### src/design/path_component_fnv_hasher_assert.svh
// Assertion macros for the path component hasher.
`ifndef PATH_COMPONENT_FNV_HASHER_ASSERT_SVH
`define PATH_COMPONENT_FNV_HASHER_ASSERT_SVH

`ifndef SYNTHESIS

// Clocked check, off while reset is asserted.
`define PCFH_ASSERT(lbl, clk, rst_n, prop) \
	lbl: assert property (@(posedge clk) disable iff (!rst_n) prop) \
		else $error("pcfh assertion failed");

// Clocked check that also holds during reset.
`define PCFH_ASSERT_ALWAYS(lbl, clk, prop) \
	lbl: assert property (@(posedge clk) prop) \
		else $error("pcfh assertion failed");

`else

`define PCFH_ASSERT(lbl, clk, rst_n, prop)
`define PCFH_ASSERT_ALWAYS(lbl, clk, prop)

`endif

`endif

### src/design/pcfh_pkg.sv
// Shared types and constants for the path component hasher.
`timescale 1ns / 1ps

package pcfh_pkg;

	localparam int UNIT_W = 16;
	localparam int HASH_W = 32;
	localparam int ORD_W  = 16;

	localparam logic [HASH_W-1:0] FNV_BASIS = 32'd2166136261;
	localparam logic [HASH_W-1:0] FNV_PRIME = 32'd16777619;
	localparam logic [UNIT_W-1:0] SEP_BACK  = 16'h005C;
	localparam logic [UNIT_W-1:0] SEP_SLASH = 16'h002F;
	localparam logic [ORD_W-1:0]  ORD_MAX   = 16'hFFFF;

	// default depth of the command queue between front and back
	localparam int QUEUE_DEPTH = 2;

	// work a queued unit asks of the hash engine
	typedef enum logic [1:0] {
		OP_FOLD,      // fold unit, component stays open
		OP_FOLD_EMIT, // fold unit, then close component (last unit)
		OP_EMIT,      // separator closes a pending component
		OP_EMPTY      // path ends with nothing pending
	} op_t;

	typedef struct packed {
		logic [UNIT_W-1:0] unit;
		op_t               op;
		logic              last;
	} cmd_t;

	typedef struct packed {
		logic [HASH_W-1:0] component_hash;
		logic [ORD_W-1:0]  component_ordinal;
		logic              present;
		logic              last_result;
	} result_t;

endpackage

### src/design/pcfh_in_if.sv
// Input channel: one code unit per transfer.
`timescale 1ns / 1ps

interface pcfh_in_if;
	logic                          valid;
	logic                          ready;
	logic [pcfh_pkg::UNIT_W-1:0]   code_unit;
	logic                          last_unit;

	modport source (output valid, output code_unit, output last_unit, input ready);
	modport sink (input valid, input code_unit, input last_unit, output ready);
endinterface

### src/design/pcfh_out_if.sv
// Output channel: one component result per transfer.
`timescale 1ns / 1ps

interface pcfh_out_if;
	logic                          valid;
	logic                          ready;
	logic [pcfh_pkg::HASH_W-1:0]   component_hash;
	logic [pcfh_pkg::ORD_W-1:0]    component_ordinal;
	logic                          present;
	logic                          last_result;

	modport source (output valid, output component_hash, output component_ordinal,
		output present, output last_result, input ready);
	modport sink (input valid, input component_hash, input component_ordinal,
		input present, input last_result, output ready);
endinterface

### src/design/path_component_fnv_hasher.sv
// Top level of the path component hasher: front, command queue, hash back end.
// A plain code unit passes through TAKE (low byte round) and HIGH (high byte round), one FNV
// round per byte; a unit ending a component then waits in EMIT for the output register, and its
// result is loaded there from EMIT. A closing separator is emitted directly from TAKE.
// A new code unit is taken only once the last has finished its rounds on the shared FNV multiplier.
// Reset (arst_n low, asynchronous): queue empty, hash at offset basis, ordinal zero.
`timescale 1ns / 1ps

module path_component_fnv_hasher #(
	parameter int QUEUE_DEPTH = pcfh_pkg::QUEUE_DEPTH
) (
	input  logic         clk,
	input  logic         arst_n,
	pcfh_in_if.sink      in_ch,
	pcfh_out_if.source   out_ch
);

	// front -> queue
	logic             push;
	pcfh_pkg::cmd_t   push_cmd;
	logic             q_full;

	// queue -> back
	logic             q_valid;
	logic             pop;
	pcfh_pkg::cmd_t   head;

	// Front: accepts a transfer whenever the queue has room, tags each unit with
	// the work it needs and swallows separators that close nothing, unless they end the path.
	pcfh_front u_front (
		.clk    (clk),
		.arst_n (arst_n),
		.in_ch  (in_ch),
		.q_full (q_full),
		.push   (push),
		.cmd    (push_cmd)
	);

	// Queue decouples input stalls from the two-round hash engine.
	pcfh_fifo #(
		.DEPTH (QUEUE_DEPTH)
	) u_fifo (
		.clk      (clk),
		.arst_n   (arst_n),
		.push     (push),
		.push_cmd (push_cmd),
		.pop      (pop),
		.full     (q_full),
		.q_valid  (q_valid),
		.head     (head)
	);

	// Back: folds low then high byte, closes components, counts ordinals
	// (saturating) and holds each result in an output register until taken.
	pcfh_back u_back (
		.clk     (clk),
		.arst_n  (arst_n),
		.q_valid (q_valid),
		.head    (head),
		.pop     (pop),
		.out_ch  (out_ch)
	);

endmodule

### src/design/pcfh_front.sv
// Front end: classifies code units and drops separators with nothing pending, unless they end the path.
`timescale 1ns / 1ps
`include "path_component_fnv_hasher_assert.svh"

module pcfh_front (
	input  logic             clk,
	input  logic             arst_n,
	pcfh_in_if.sink          in_ch,
	input  logic             q_full,
	output logic             push,
	output pcfh_pkg::cmd_t   cmd
);

	logic pending_q;
	logic accept;
	logic is_sep;
	logic keep;

	assign in_ch.ready = !q_full;
	assign accept      = in_ch.valid && in_ch.ready;
	assign is_sep      = (in_ch.code_unit == pcfh_pkg::SEP_BACK) ||
		(in_ch.code_unit == pcfh_pkg::SEP_SLASH);
	// a bare separator mid-path changes nothing downstream
	assign keep        = !is_sep || pending_q || in_ch.last_unit;
	assign push        = accept && keep;

	always_comb begin
		cmd.unit = in_ch.code_unit;
		cmd.last = in_ch.last_unit;
		if (!is_sep) begin
			cmd.op = in_ch.last_unit ? pcfh_pkg::OP_FOLD_EMIT : pcfh_pkg::OP_FOLD;
		end else if (pending_q) begin
			cmd.op = pcfh_pkg::OP_EMIT;
		end else begin
			cmd.op = pcfh_pkg::OP_EMPTY;
		end
	end

	always_ff @(posedge clk or negedge arst_n) begin
		if (!arst_n) begin
			pending_q <= 1'b0;
		end else if (accept) begin
			pending_q <= !is_sep && !in_ch.last_unit;
		end
	end

	`PCFH_ASSERT(a_last_ends_path, clk, arst_n, accept && in_ch.last_unit |=> !pending_q)

endmodule

### src/design/pcfh_fifo.sv
// Short command queue between front and back.
`timescale 1ns / 1ps
`include "path_component_fnv_hasher_assert.svh"

module pcfh_fifo #(
	parameter int DEPTH = pcfh_pkg::QUEUE_DEPTH
) (
	input  logic             clk,
	input  logic             arst_n,
	input  logic             push,
	input  pcfh_pkg::cmd_t   push_cmd,
	input  logic             pop,
	output logic             full,
	output logic             q_valid,
	output pcfh_pkg::cmd_t   head
);

	localparam int PTR_W = $clog2(DEPTH);
	localparam int CNT_W = $clog2(DEPTH + 1);

	pcfh_pkg::cmd_t   slot_q [DEPTH];
	logic [PTR_W-1:0] wr_ptr_q;
	logic [PTR_W-1:0] rd_ptr_q;
	logic [CNT_W-1:0] count_q;

	assign full    = (count_q == CNT_W'(DEPTH));
	assign q_valid = (count_q != '0);
	assign head    = slot_q[rd_ptr_q];

	always_ff @(posedge clk) begin
		if (push) begin
			slot_q[wr_ptr_q] <= push_cmd;
		end
	end

	always_ff @(posedge clk or negedge arst_n) begin
		if (!arst_n) begin
			wr_ptr_q <= '0;
			rd_ptr_q <= '0;
			count_q  <= '0;
		end else begin
			if (push) begin
				wr_ptr_q <= (wr_ptr_q == PTR_W'(DEPTH - 1)) ? '0 : wr_ptr_q + PTR_W'(1);
			end
			if (pop) begin
				rd_ptr_q <= (rd_ptr_q == PTR_W'(DEPTH - 1)) ? '0 : rd_ptr_q + PTR_W'(1);
			end
			count_q <= count_q + CNT_W'(push) - CNT_W'(pop);
		end
	end

	`PCFH_ASSERT(a_no_overflow, clk, arst_n, push |-> (count_q < CNT_W'(DEPTH)) || pop)
	`PCFH_ASSERT(a_no_underflow, clk, arst_n, pop |-> q_valid)

endmodule

### src/design/pcfh_back.sv
// Back end: FNV-1a engine, ordinal counter and output register.
`timescale 1ns / 1ps
`include "path_component_fnv_hasher_assert.svh"

module pcfh_back (
	input  logic             clk,
	input  logic             arst_n,
	input  logic             q_valid,
	input  pcfh_pkg::cmd_t   head,
	output logic             pop,
	pcfh_out_if.source       out_ch
);

	typedef enum logic [1:0] {
		ST_TAKE, // low byte round, or direct emit
		ST_HIGH, // high byte round
		ST_EMIT  // wait for output slot to close component
	} state_t;

	state_t                         state_q;
	pcfh_pkg::cmd_t                 cmd_q;
	logic [pcfh_pkg::HASH_W-1:0]    hash_q;
	logic [pcfh_pkg::ORD_W-1:0]     ord_q;
	logic                           out_valid_q;
	pcfh_pkg::result_t              res_q;

	logic [7:0]                     mul_byte;
	logic [pcfh_pkg::HASH_W-1:0]    mul_res;
	logic [pcfh_pkg::ORD_W-1:0]     ord_inc;
	logic                           out_free;
	logic                           do_emit;
	logic                           head_folds;
	pcfh_pkg::cmd_t                 emit_cmd;

	assign head_folds = (head.op == pcfh_pkg::OP_FOLD) || (head.op == pcfh_pkg::OP_FOLD_EMIT);
	assign out_free   = !out_valid_q || out_ch.ready;
	assign ord_inc    = (ord_q == pcfh_pkg::ORD_MAX) ? ord_q : ord_q + pcfh_pkg::ORD_W'(1);

	// single shared multiplier: low byte in TAKE, high byte in HIGH
	assign mul_byte = (state_q == ST_TAKE) ? head.unit[7:0] : cmd_q.unit[15:8];
	assign mul_res  = pcfh_pkg::HASH_W'((hash_q ^ {24'd0, mul_byte}) * pcfh_pkg::FNV_PRIME);

	always_comb begin
		pop      = 1'b0;
		do_emit  = 1'b0;
		emit_cmd = cmd_q;
		unique case (state_q)
			ST_TAKE: begin
				if (q_valid) begin
					if (head_folds) begin
						pop = 1'b1;
					end else if (out_free) begin
						pop      = 1'b1;
						do_emit  = 1'b1;
						emit_cmd = head;
					end
				end
			end
			ST_HIGH: begin
			end
			ST_EMIT: begin
				do_emit = out_free;
			end
			default: begin
			end
		endcase
	end

	always_ff @(posedge clk or negedge arst_n) begin
		if (!arst_n) begin
			state_q     <= ST_TAKE;
			cmd_q       <= '0;
			hash_q      <= pcfh_pkg::FNV_BASIS;
			ord_q       <= '0;
			out_valid_q <= 1'b0;
			res_q       <= '0;
		end else begin
			if (out_ch.ready) begin
				out_valid_q <= 1'b0;
			end
			unique case (state_q)
				ST_TAKE: begin
					if (pop) begin
						cmd_q <= head;
						if (head_folds) begin
							hash_q  <= mul_res;
							state_q <= ST_HIGH;
						end
					end
				end
				ST_HIGH: begin
					hash_q  <= mul_res;
					state_q <= (cmd_q.op == pcfh_pkg::OP_FOLD_EMIT) ? ST_EMIT : ST_TAKE;
				end
				ST_EMIT: begin
					if (do_emit) begin
						state_q <= ST_TAKE;
					end
				end
				default: begin
					state_q <= ST_TAKE;
				end
			endcase
			if (do_emit) begin
				out_valid_q       <= 1'b1;
				res_q.last_result <= emit_cmd.last;
				if (emit_cmd.op == pcfh_pkg::OP_EMPTY) begin
					res_q.component_hash    <= '0;
					res_q.component_ordinal <= '0;
					res_q.present           <= 1'b0;
					ord_q                   <= '0;
				end else begin
					res_q.component_hash    <= hash_q;
					res_q.component_ordinal <= ord_inc;
					res_q.present           <= 1'b1;
					ord_q                   <= emit_cmd.last ? '0 : ord_inc;
				end
				hash_q <= pcfh_pkg::FNV_BASIS;
			end
		end
	end

	assign out_ch.valid             = out_valid_q;
	assign out_ch.component_hash    = res_q.component_hash;
	assign out_ch.component_ordinal = res_q.component_ordinal;
	assign out_ch.present           = res_q.present;
	assign out_ch.last_result       = res_q.last_result;

	`PCFH_ASSERT(a_last_resets_path, clk, arst_n, do_emit && emit_cmd.last |=> (ord_q == '0) && (hash_q == pcfh_pkg::FNV_BASIS))
	`PCFH_ASSERT(a_empty_is_last, clk, arst_n, !(out_valid_q && !res_q.present) || res_q.last_result)

endmodule
### src/flat_wrapper.sv
// flat-port wrapper written by rule: the top's interface ports become plain ports
module path_component_fnv_hasher_flat 
#(
	parameter int QUEUE_DEPTH = pcfh_pkg::QUEUE_DEPTH
)
  (clk, arst_n, in_ch_valid, in_ch_code_unit, in_ch_last_unit, in_ch_ready, out_ch_valid, out_ch_component_hash, out_ch_component_ordinal, out_ch_present, out_ch_last_result, out_ch_ready);
  pcfh_in_if in_ch_i ();
  pcfh_out_if out_ch_i ();
  input  logic clk;
  input  logic arst_n;
  input wire logic [$bits(in_ch_i.valid)-1:0] in_ch_valid;
  input wire logic [$bits(in_ch_i.code_unit)-1:0] in_ch_code_unit;
  input wire logic [$bits(in_ch_i.last_unit)-1:0] in_ch_last_unit;
  output wire logic [$bits(in_ch_i.ready)-1:0] in_ch_ready;
  output wire logic [$bits(out_ch_i.valid)-1:0] out_ch_valid;
  output wire logic [$bits(out_ch_i.component_hash)-1:0] out_ch_component_hash;
  output wire logic [$bits(out_ch_i.component_ordinal)-1:0] out_ch_component_ordinal;
  output wire logic [$bits(out_ch_i.present)-1:0] out_ch_present;
  output wire logic [$bits(out_ch_i.last_result)-1:0] out_ch_last_result;
  input wire logic [$bits(out_ch_i.ready)-1:0] out_ch_ready;
  assign in_ch_i.valid = in_ch_valid;
  assign in_ch_i.code_unit = in_ch_code_unit;
  assign in_ch_i.last_unit = in_ch_last_unit;
  assign in_ch_ready = in_ch_i.ready;
  assign out_ch_valid = out_ch_i.valid;
  assign out_ch_component_hash = out_ch_i.component_hash;
  assign out_ch_component_ordinal = out_ch_i.component_ordinal;
  assign out_ch_present = out_ch_i.present;
  assign out_ch_last_result = out_ch_i.last_result;
  assign out_ch_i.ready = out_ch_ready;
  path_component_fnv_hasher #(.QUEUE_DEPTH(QUEUE_DEPTH)) u_core (.clk(clk), .arst_n(arst_n), .in_ch(in_ch_i), .out_ch(out_ch_i));
endmodule
### config.mk
export PLATFORM = sky130hd
export DESIGN_NAME = path_component_fnv_hasher_flat
export DESIGN_NICKNAME = d
export VERILOG_FILES = /design/src/design/pcfh_pkg.sv /design/src/design/pcfh_in_if.sv /design/src/design/pcfh_out_if.sv /design/src/design/path_component_fnv_hasher.sv /design/src/design/pcfh_front.sv /design/src/design/pcfh_fifo.sv /design/src/design/pcfh_back.sv /design/src/flat_wrapper.sv
export VERILOG_INCLUDE_DIRS = /design/src /design/src/design
export SDC_FILE = /design/constraint.sdc
export NUM_CORES = 1
export LEC_CHECK = 0
export BUFFER_PORTS_ARGS = -buffer_cell sky130_fd_sc_hd__buf_2
export CAP_MARGIN = 20
export CELL_PAD_IN_SITES_DETAIL_PLACEMENT = 0
export CELL_PAD_IN_SITES_GLOBAL_PLACEMENT = 1
export CORE_MARGIN = 1
export CORE_UTILIZATION = 54
export CTS_CLUSTER_DIAMETER = 200
export DETAILED_ROUTE_END_ITERATION = 7
export PLACE_DENSITY = 0.95
export SETUP_SLACK_MARGIN = 0.05
export SLEW_MARGIN = 10
export SYNTH_ARGS = -nofsm -noshare
export SYNTH_HDL_FRONTEND = slang
export SYNTH_HIERARCHICAL = 1
export SYNTH_SLANG_ARGS = --single-unit
### constraint.sdc
create_clock -name clk -period 9.65 [get_ports clk]
set_input_delay 2.895 -clock clk [delete_from_list [all_inputs] [get_ports clk]]
set_output_delay 2.895 -clock clk [all_outputs]
set_load 0.005 [all_outputs]
==> results of run 1 <==
[how the worst max path moves through the flow]
stage                                           endpoint  slack (ps)
floorplan           u_core/u_back/hash_q[17]$_DFFE_PN0P_        3920
global placement    u_core/u_back/hash_q[28]$_DFFE_PN0P_        3370
detailed placement  u_core/u_back/hash_q[28]$_DFFE_PN0P_        3140
CTS                 u_core/u_back/hash_q[28]$_DFFE_PN0P_        3110
global route        u_core/u_back/hash_q[31]$_DFFE_PN1P_        2690
finish              u_core/u_back/hash_q[28]$_DFFE_PN0P_        3090
[worst max-delay path: stages, from the launching register on]
cell	delay [ps]
dfrtp_1	530
buf_4	370
mux2_4	340
mux2i_2	200
xnor2_2	280
ha_1	350
ha_1	300
fa_1	480
ha_1	220
fa_1	480
ha_1	290
inv_1	60
fa_1	540
inv_1	50
ha_1	360
a21oi_1	160
o21ai_0	190
a32o_1	270
nor3_1	130
a21oi_1	120
o21ai_0	270
mux2_2	370
a21oi_1	130
[area by class of cell]
cell class,instances,share of cell area (%)
clock buffer,17,3.099
tap,313,2.852
sequential,155,29.76
inverter,223,6.097
timing repair buffer,79,3.026
multi-input combinational,793,53.80
clock inverter,15,1.367
[flip-flops by register name, summed over array words and instances, names as in the netlist, 2 cells and up]
name                                    cells
u_core/u_back/ord_q                        16
u_core/u_fifo/count_q                       2
u_core/u_back/state_q                       2
u_core/u_back/hash_q                       32
u_core/u_back/out_ch.component_hash        32
u_core/u_back/out_ch.component_ordinal     16
u_core/u_fifo/slot_q                       38
u_core/u_back/cmd_q                        11
[logic make-up (layout without fill, tap and decap cells)]
| group | Yosys count | count (layout) | synth area share [%] |
|---|---|---|---|
| and+or+nand+nor | 243 | 243 | 9.854 |
| adders and majority gates | 262 | 262 | 30.44 |
| buffers and inverters | 278 | 334 | 9.109 |
| AOI/OAI and AO/OA | 198 | 198 | 10.55 |
| DFF | 155 | 155 | 32.44 |
| xor gates and xnor gates | 54 | 54 | 3.934 |
| muxes | 36 | 36 | 3.675 |
[metrics by stage]
stage / util, % / hold slack (ps)
finish: 60.27 / 473.7
global placement: 57.58 / 447.5
global route: 60.27 / 496.5
floorplan: - / 445.0
detailed placement: 57.58 / 454.3
CTS: 60.27 / 472.6
[routing by layer]
layer | part of all wire [%] | global-route usage, % | wire, um
met4 | 2.5 | 8.581 | 696
met5 | 0 | 0 | 0
met1 | 43 | 31.37 | 12090
met2 | 50 | 42.92 | 13800
met3 | 4.5 | 4.287 | 1267
[placed cells by master, fill, tap and decap left out, types with 4 or more instances in the layout]
master     synthesis  final
and2_1             4      4
edfxtp_1          38     38
and3_1             5      5
nand2b_1           5      5
nand2_1           97     97
o31ai_1            8      8
a211oi_1           4      4
nor3_1            16     15
dfrtp_1          103    103
nor2b_1            7      7
xor2_1            15     15
xnor2_1           37     37
o21ai_0           49     49
inv_8              0      5
mux2i_1           13     13
nor4_1             5      5
nor2_1            33     33
or3_1              6      5
mux2_4            19     19
nand4_1           10     10
nand3_1           27     27
fa_1              74     74
a211o_1            4      4
a21o_1            12     12
a21oi_1           46     46
ha_1             188    188
o211ai_1          12     12
clkbuf_16          0     17
a31oi_1            4      4
dfstp_2           14     14
a22o_1            40     40
inv_1            222    222
buf_2              5     71
buf_4             18      8
==> qor.csv, run 1 <==
stage,metric,value,unit
run_status,status,completed,
final_layout,final_cell_area,13730,um^2
clocking,cts_tree,done,
final_layout,multi_input_comb_area,7386,um^2
critical_path,rrSetupSlack,3090,ps
final_layout,nets,1552,
critical_path,start_kind,flip-flop,
synth,ys_seq_elements,155,
sta,rsz0062_at_grt,no,
detailed_routing,totalWireLength,27850,um
critical_path,required,10010,ps
min_path,hold_class,reg2reg,
critical_path,rr_worst_depth,22,
final_layout,fillCellCount,1844,
global_route,grt.total_usage,24.82,%
clocking,htreeDepth,4,
synth,synth_top_flop_cell,dfrtp_1,
synth,syn_nets,1509,
sta,finalSetupViolations,0,
sta,hold_violations,0,
synth,yosys_warnings,6,
critical_path,r2r-end,u_core/u_back/hash_q[28]$_DFFE_PN0P_,
sta,timing.final.crit_share,67.94,%
global_route,grt_pass1_wl,45600,um
sta,relSlewSlack,34.20,%
die,dieArea,23940,um^2
global_route,overflow,0,
placement,gp_congestion,0.9226,
sta,slew_viol_final,0,
die,pin_count,73,
synth,yosysMostFrequentCell,inv_1,
clocking,path_clk_slew,70,ps
clocking,cts_buffers,17,
global_route,grt_start_max_net_pins,85,
die,die_h,154.7,um
flow_run,maxCapViolations,0,
clocking,cts_resized,0,
die,rows,55,
placement,dp_slack,3145,ps
sta,clock_skew,11.90,ps
die,core_area,22780,um^2
detailed_routing,antenna_left,0,
synth,ys_types,70,
critical_path,startpoint,u_core/u_fifo/rd_ptr_q$_DFFE_PN0P_,
synth,ys_top_cells_by_area,"dfrtp_1 (20%), ha_1 (19%), fa_1 (12%), edfxtp_1 (9.1%), inv_1 (6.6%)",
final_layout,antenna_cells,0,
critical_path,r2r_start,u_core/u_fifo/rd_ptr_q$_DFFE_PN0P_,
placement,postPlaceCellArea,13120,um^2
clocking,clk_latency,440,ps
sta,fin_setup_tns,0,ps
global_route,grt_pass1_vias,8976,
clocking,clockBufferDepth,2,
final_layout,final_cells,1595,
synth,netlist_area,12600,um^2
synth,synth_area_per_cell,10.27,um^2
min_path,hp-start,u_core/u_back/out_ch.present$_DFFE_PN0P_,
synth,syn_inst,1226,
critical_path,endpoint_kind,flip-flop,
final_layout,area_growth,9.000,%
clocking,clockRootBuffer,clkbuf_16,
min_path,holdPathStages,2,
sta,worst_pin_slew,986.9,ps
die,initial_core_util,55.30,%
synth,synth-edff-count,38,
detailed_routing,wl_per_cell,17.46,um
sta,max_freq,0.1525,GHz
min_path,hold_end,u_core/u_back/out_ch.present$_DFFE_PN0P_,
detailed_routing,firstDrtPassIters,5,
detailed_routing,drcViolationCount,0,
critical_path,worstPathMaxFanout,15,
die,die_w,154.7,um
detailed_routing,drt_iter0_drc,558,
clocking,postCtsSetupBuffers,0,
sta,fin_crit,6556,ps
synth,ys_seq_area_share,32.44,%
detailed_routing,via_per_inst,5.548,
placement,placedCellCount,1563,
final_layout,drive_above_1_share,13.18,%
global_route,antenna_found_initial,0,
critical_path,critPathKind,reg2reg,
placement,hpwlAfterDp,20810,um
final_layout,seqCellArea,4086,um^2
synth,synth_largest_area_cell,dfrtp_1,
detailed_routing,vias,8849,
synth,synthTopCellsByCount,"inv_1 (222), ha_1 (188), dfrtp_1 (103)",
synth,netlist.area_leader.share,20.46,%
sta,setup_ws,3094,ps
clocking,holdBufCountCts,0,
placement,port_buffers,72,
synth,async_flop_share,75.48,%
critical_path,arrival,6920,ps
clocking,cts_sinks,155,
Power of run 1 is left out: the tool's default activity adds up to more than one toggle a clock period on the data nets, which glitch-free logic cannot reach.
==> inputs of run 2 (changes only) <==
- CORE_UTILIZATION: 54 -> 50
- PLACE_DENSITY: 0.95 -> 0.9
- clock period: 9.65 -> 6.6 ns (I/O delays scaled with it)
==> qor.csv, run 2 (synthesis results as in run 1) <==
stage,metric,value,unit,change
sta,timing.final.crit_share,93.17,%,+25 points
placement,hpwlAfterDp,21230,um,+2.0%
critical_path,critPathKind,reg2reg,,
sta,slew_viol_final,0,,unchanged
die,pin_count,73,,unchanged
sta,worst_pin_slew,963.8,ps,-23.16 ps
final_layout,seqCellArea,4089,um^2,about the same
final_layout,multi_input_comb_area,7436,um^2,+0.68%
final_layout,drive_above_1_share,14.03,%,+0.85 points
final_layout,antenna_cells,0,,unchanged
placement,port_buffers,72,,unchanged
sta,fin_setup_tns,0,ps,unchanged
global_route,grt_start_max_net_pins,75,,-12%
min_path,hold_end,u_core/u_back/out_ch.component_ordinal[13]$_DFFE_PN0P_,,
critical_path,worst_path_max_delay_cell,fa_1,,
min_path,hp-start,u_core/u_back/out_ch.component_ordinal[13]$_DFFE_PN0P_,,
die,core_area,24530,um^2,+7.7%
critical_path,start_kind,flip-flop,,
final_layout,area_growth,9.665,%,
detailed_routing,vias,8857,,+0.090%
final_layout,final_cell_mix,"inv_1 (222), ha_1 (188), dfrtp_1 (101)",,
clocking,clockRootBuffer,clkbuf_16,,
detailed_routing,antenna_left,0,,unchanged
final_layout,top_register,u_core/u_fifo/slot_q,,
global_route,grt_pass1_vias,9112,,+1.5%
sta,max_freq,0.1626,GHz,+6.6%
die,dieArea,25830,um^2,+7.9%
clocking,cts_sinks,155,,unchanged
detailed_routing,wl_per_cell,17.50,um,+0.19%
die,initial_core_util,51.34,%,-4.0 points
min_path,holdPathStages,2,,unchanged
die,rows,57,,+3.6%
final_layout,nets,1560,,+0.52%
min_path,hold_class,reg2reg,,
flow_run,maxCapViolations,0,,unchanged
clocking,clockBufferDepth,2,,unchanged
sta,rsz0062_at_grt,yes,,
critical_path,r2r-end,u_core/u_back/hash_q[28]$_DFFE_PN0P_,,
critical_path,crit_top_cell,ha_1,,
sta,setup_ws,450.9,ps,-2643 ps
sta,finalSetupViolations,0,,unchanged
die,die_h,160.7,um,+3.9%
global_route,grt_pass1_wl,46890,um,+2.8%
detailed_routing,totalWireLength,28240,um,+1.4%
global_route,grt.total_usage,23.15,%,-1.7 points
final_layout,final_common_cell,inv_1,,
detailed_routing,firstDrtPassIters,5,,unchanged
sta,hold_violations,0,,unchanged
sta,fin_hold_ws,467.9,ps,-5.795 ps
die,die_w,160.7,um,+3.9%
global_route,antenna_found_initial,0,,unchanged
sta,clock_skew,13.86,ps,+1.962 ps
placement,gp_congestion,0.9096,,-1.4%
clocking,clk_latency,430,ps,about the same
final_layout,largest_reg_flops,38,,unchanged
final_layout,utilization,56.30,%,-4.0 points
global_route,overflow,0,,unchanged
detailed_routing,drcViolationCount,0,,unchanged
clocking,cts_tree,done,,
clocking,path_clk_slew,70,ps,about the same
clocking,htreeDepth,4,,unchanged
placement,dp_slack,152.4,ps,-2992 ps
final_layout,largestRegisters,"u_core/u_fifo/slot_q: 38 flops, u_core/u_back/hash_q: 32 flops, u_core/u_back/out_ch.component_hash: 32 flops",,
critical_path,rr_worst_depth,22,,unchanged
critical_path,r2r_start,u_core/u_fifo/rd_ptr_q$_DFFE_PN0P_,,
critical_path,arrival,6500,ps,-420 ps
run_status,status,completed,,
sta,fin_crit,6149,ps,-406.7 ps
final_layout,fillCellCount,2131,,+16%
detailed_routing,drt_iter0_drc,439,,-21%
detailed_routing,via_per_inst,5.488,,-1.1%
clocking,cts_buffers,17,,unchanged
critical_path,worstPathMaxFanout,9,,-6
critical_path,cp_cell_sequence,mux2_4 -> mux2i_1 -> xnor2_2 -> buf_4 -> ha_1 -> ha_1 -> fa_1 -> ha_1 -> fa_1 -> ha_1 -> inv_1 -> fa_1 -> inv_1 -> ha_1 -> a21oi_1 -> o21ai_0 -> a32o_1 -> nor3_1 -> a21oi_1 -> o21ai_0 -> mux2_2 -> a21oi_1,,
critical_path,critPathMaxStageDelay,530,ps,about the same
critical_path,rrSetupSlack,450,ps,-2640 ps
sta,relSlewSlack,35.75,%,+1.5 points
critical_path,endpoint_kind,flip-flop,,
critical_path,required,6950,ps,-3060 ps
-- run 2: cell count changes in the layout (fill, tap and decap cells not counted), moves of 2 or more --
cell | previous run | this run
buf_4 | 8 | 15
clkinv_8 | 3 | 0
dfrtp_1 | 103 | 101
dfrtp_2 | 0 | 2
inv_12 | 3 | 0
inv_6 | 2 | 6
xnor2_1 | 37 | 35
-- run 2: what timing repair did --
action,in CTS,in global routing
buffers inserted,0,4
hold buffers,0,0
setup endpoints to repair,0,11
resized for setup,0,7
-- run 2: metrics by stage --
| step | instances | instance area, um^2 |
|---|---|---|
| after global routing | 1614 | 13810 |
| after CTS | 1609 | 13730 |
| after floorplan | 1226 | 12600 |
| final | 1614 | 13810 |
| after global placement | 1577 | 13150 |
| after detailed placement | 1577 | 13150 |
-- run 2: metal layers --
layer	vias to the layer above	part of all wire, %	track usage, %
li1	4232	-	-
met1	4357	44	30.05
met2	223	49	39.37
met3	45	4.4	3.228
met4	0	2.7	8.533
met5	-	0	0
-- run 2: area by class of cell --
cell class / count / area share, %
Multi-Input combinational cell: 794 / 53.83
Sequential cell: 155 / 29.60
Inverter: 223 / 6.060
Timing Repair Buffer: 86 / 3.388
Clock buffer: 18 / 3.107
Tap cell: 324 / 2.935
Clock inverter: 14 / 1.078
-- run 2: worst max path at each step --
stage	start	endpoint	slack (ps)	depth (start not counted)
after global routing	u_core/u_fifo/rd_ptr_q$_DFFE_PN0P_	u_core/u_back/hash_q[28]$_DFFE_PN0P_	30	22
final	u_core/u_fifo/rd_ptr_q$_DFFE_PN0P_	u_core/u_back/hash_q[28]$_DFFE_PN0P_	450	22
after CTS	u_core/u_fifo/rd_ptr_q$_DFFE_PN0P_	u_core/u_back/hash_q[28]$_DFFE_PN0P_	110	21
after detailed placement	u_core/u_fifo/rd_ptr_q$_DFFE_PN0P_	u_core/u_back/hash_q[28]$_DFFE_PN0P_	150	21
after floorplan	u_core/u_fifo/rd_ptr_q$_DFFE_PN0P_	u_core/u_back/hash_q[17]$_DFFE_PN0P_	870	21
after global placement	u_core/u_fifo/rd_ptr_q$_DFFE_PN0P_	u_core/u_back/hash_q[28]$_DFFE_PN0P_	310	21
-- run 2: critical path, delay by kind of cell (launching register included) --
family / cells / cell delay [ps]
adder cells (fa/ha/maj): 8 / 2940
AND/OR/NAND/NOR: 1 / 130
flip-flops: 1 / 520
buffers and inverters: 3 / 280
multiplexers: 3 / 910
AO/OA/AOI/OAI: 6 / 1140
XOR/XNOR: 1 / 150
Power of run 2 is left out for the same reason.
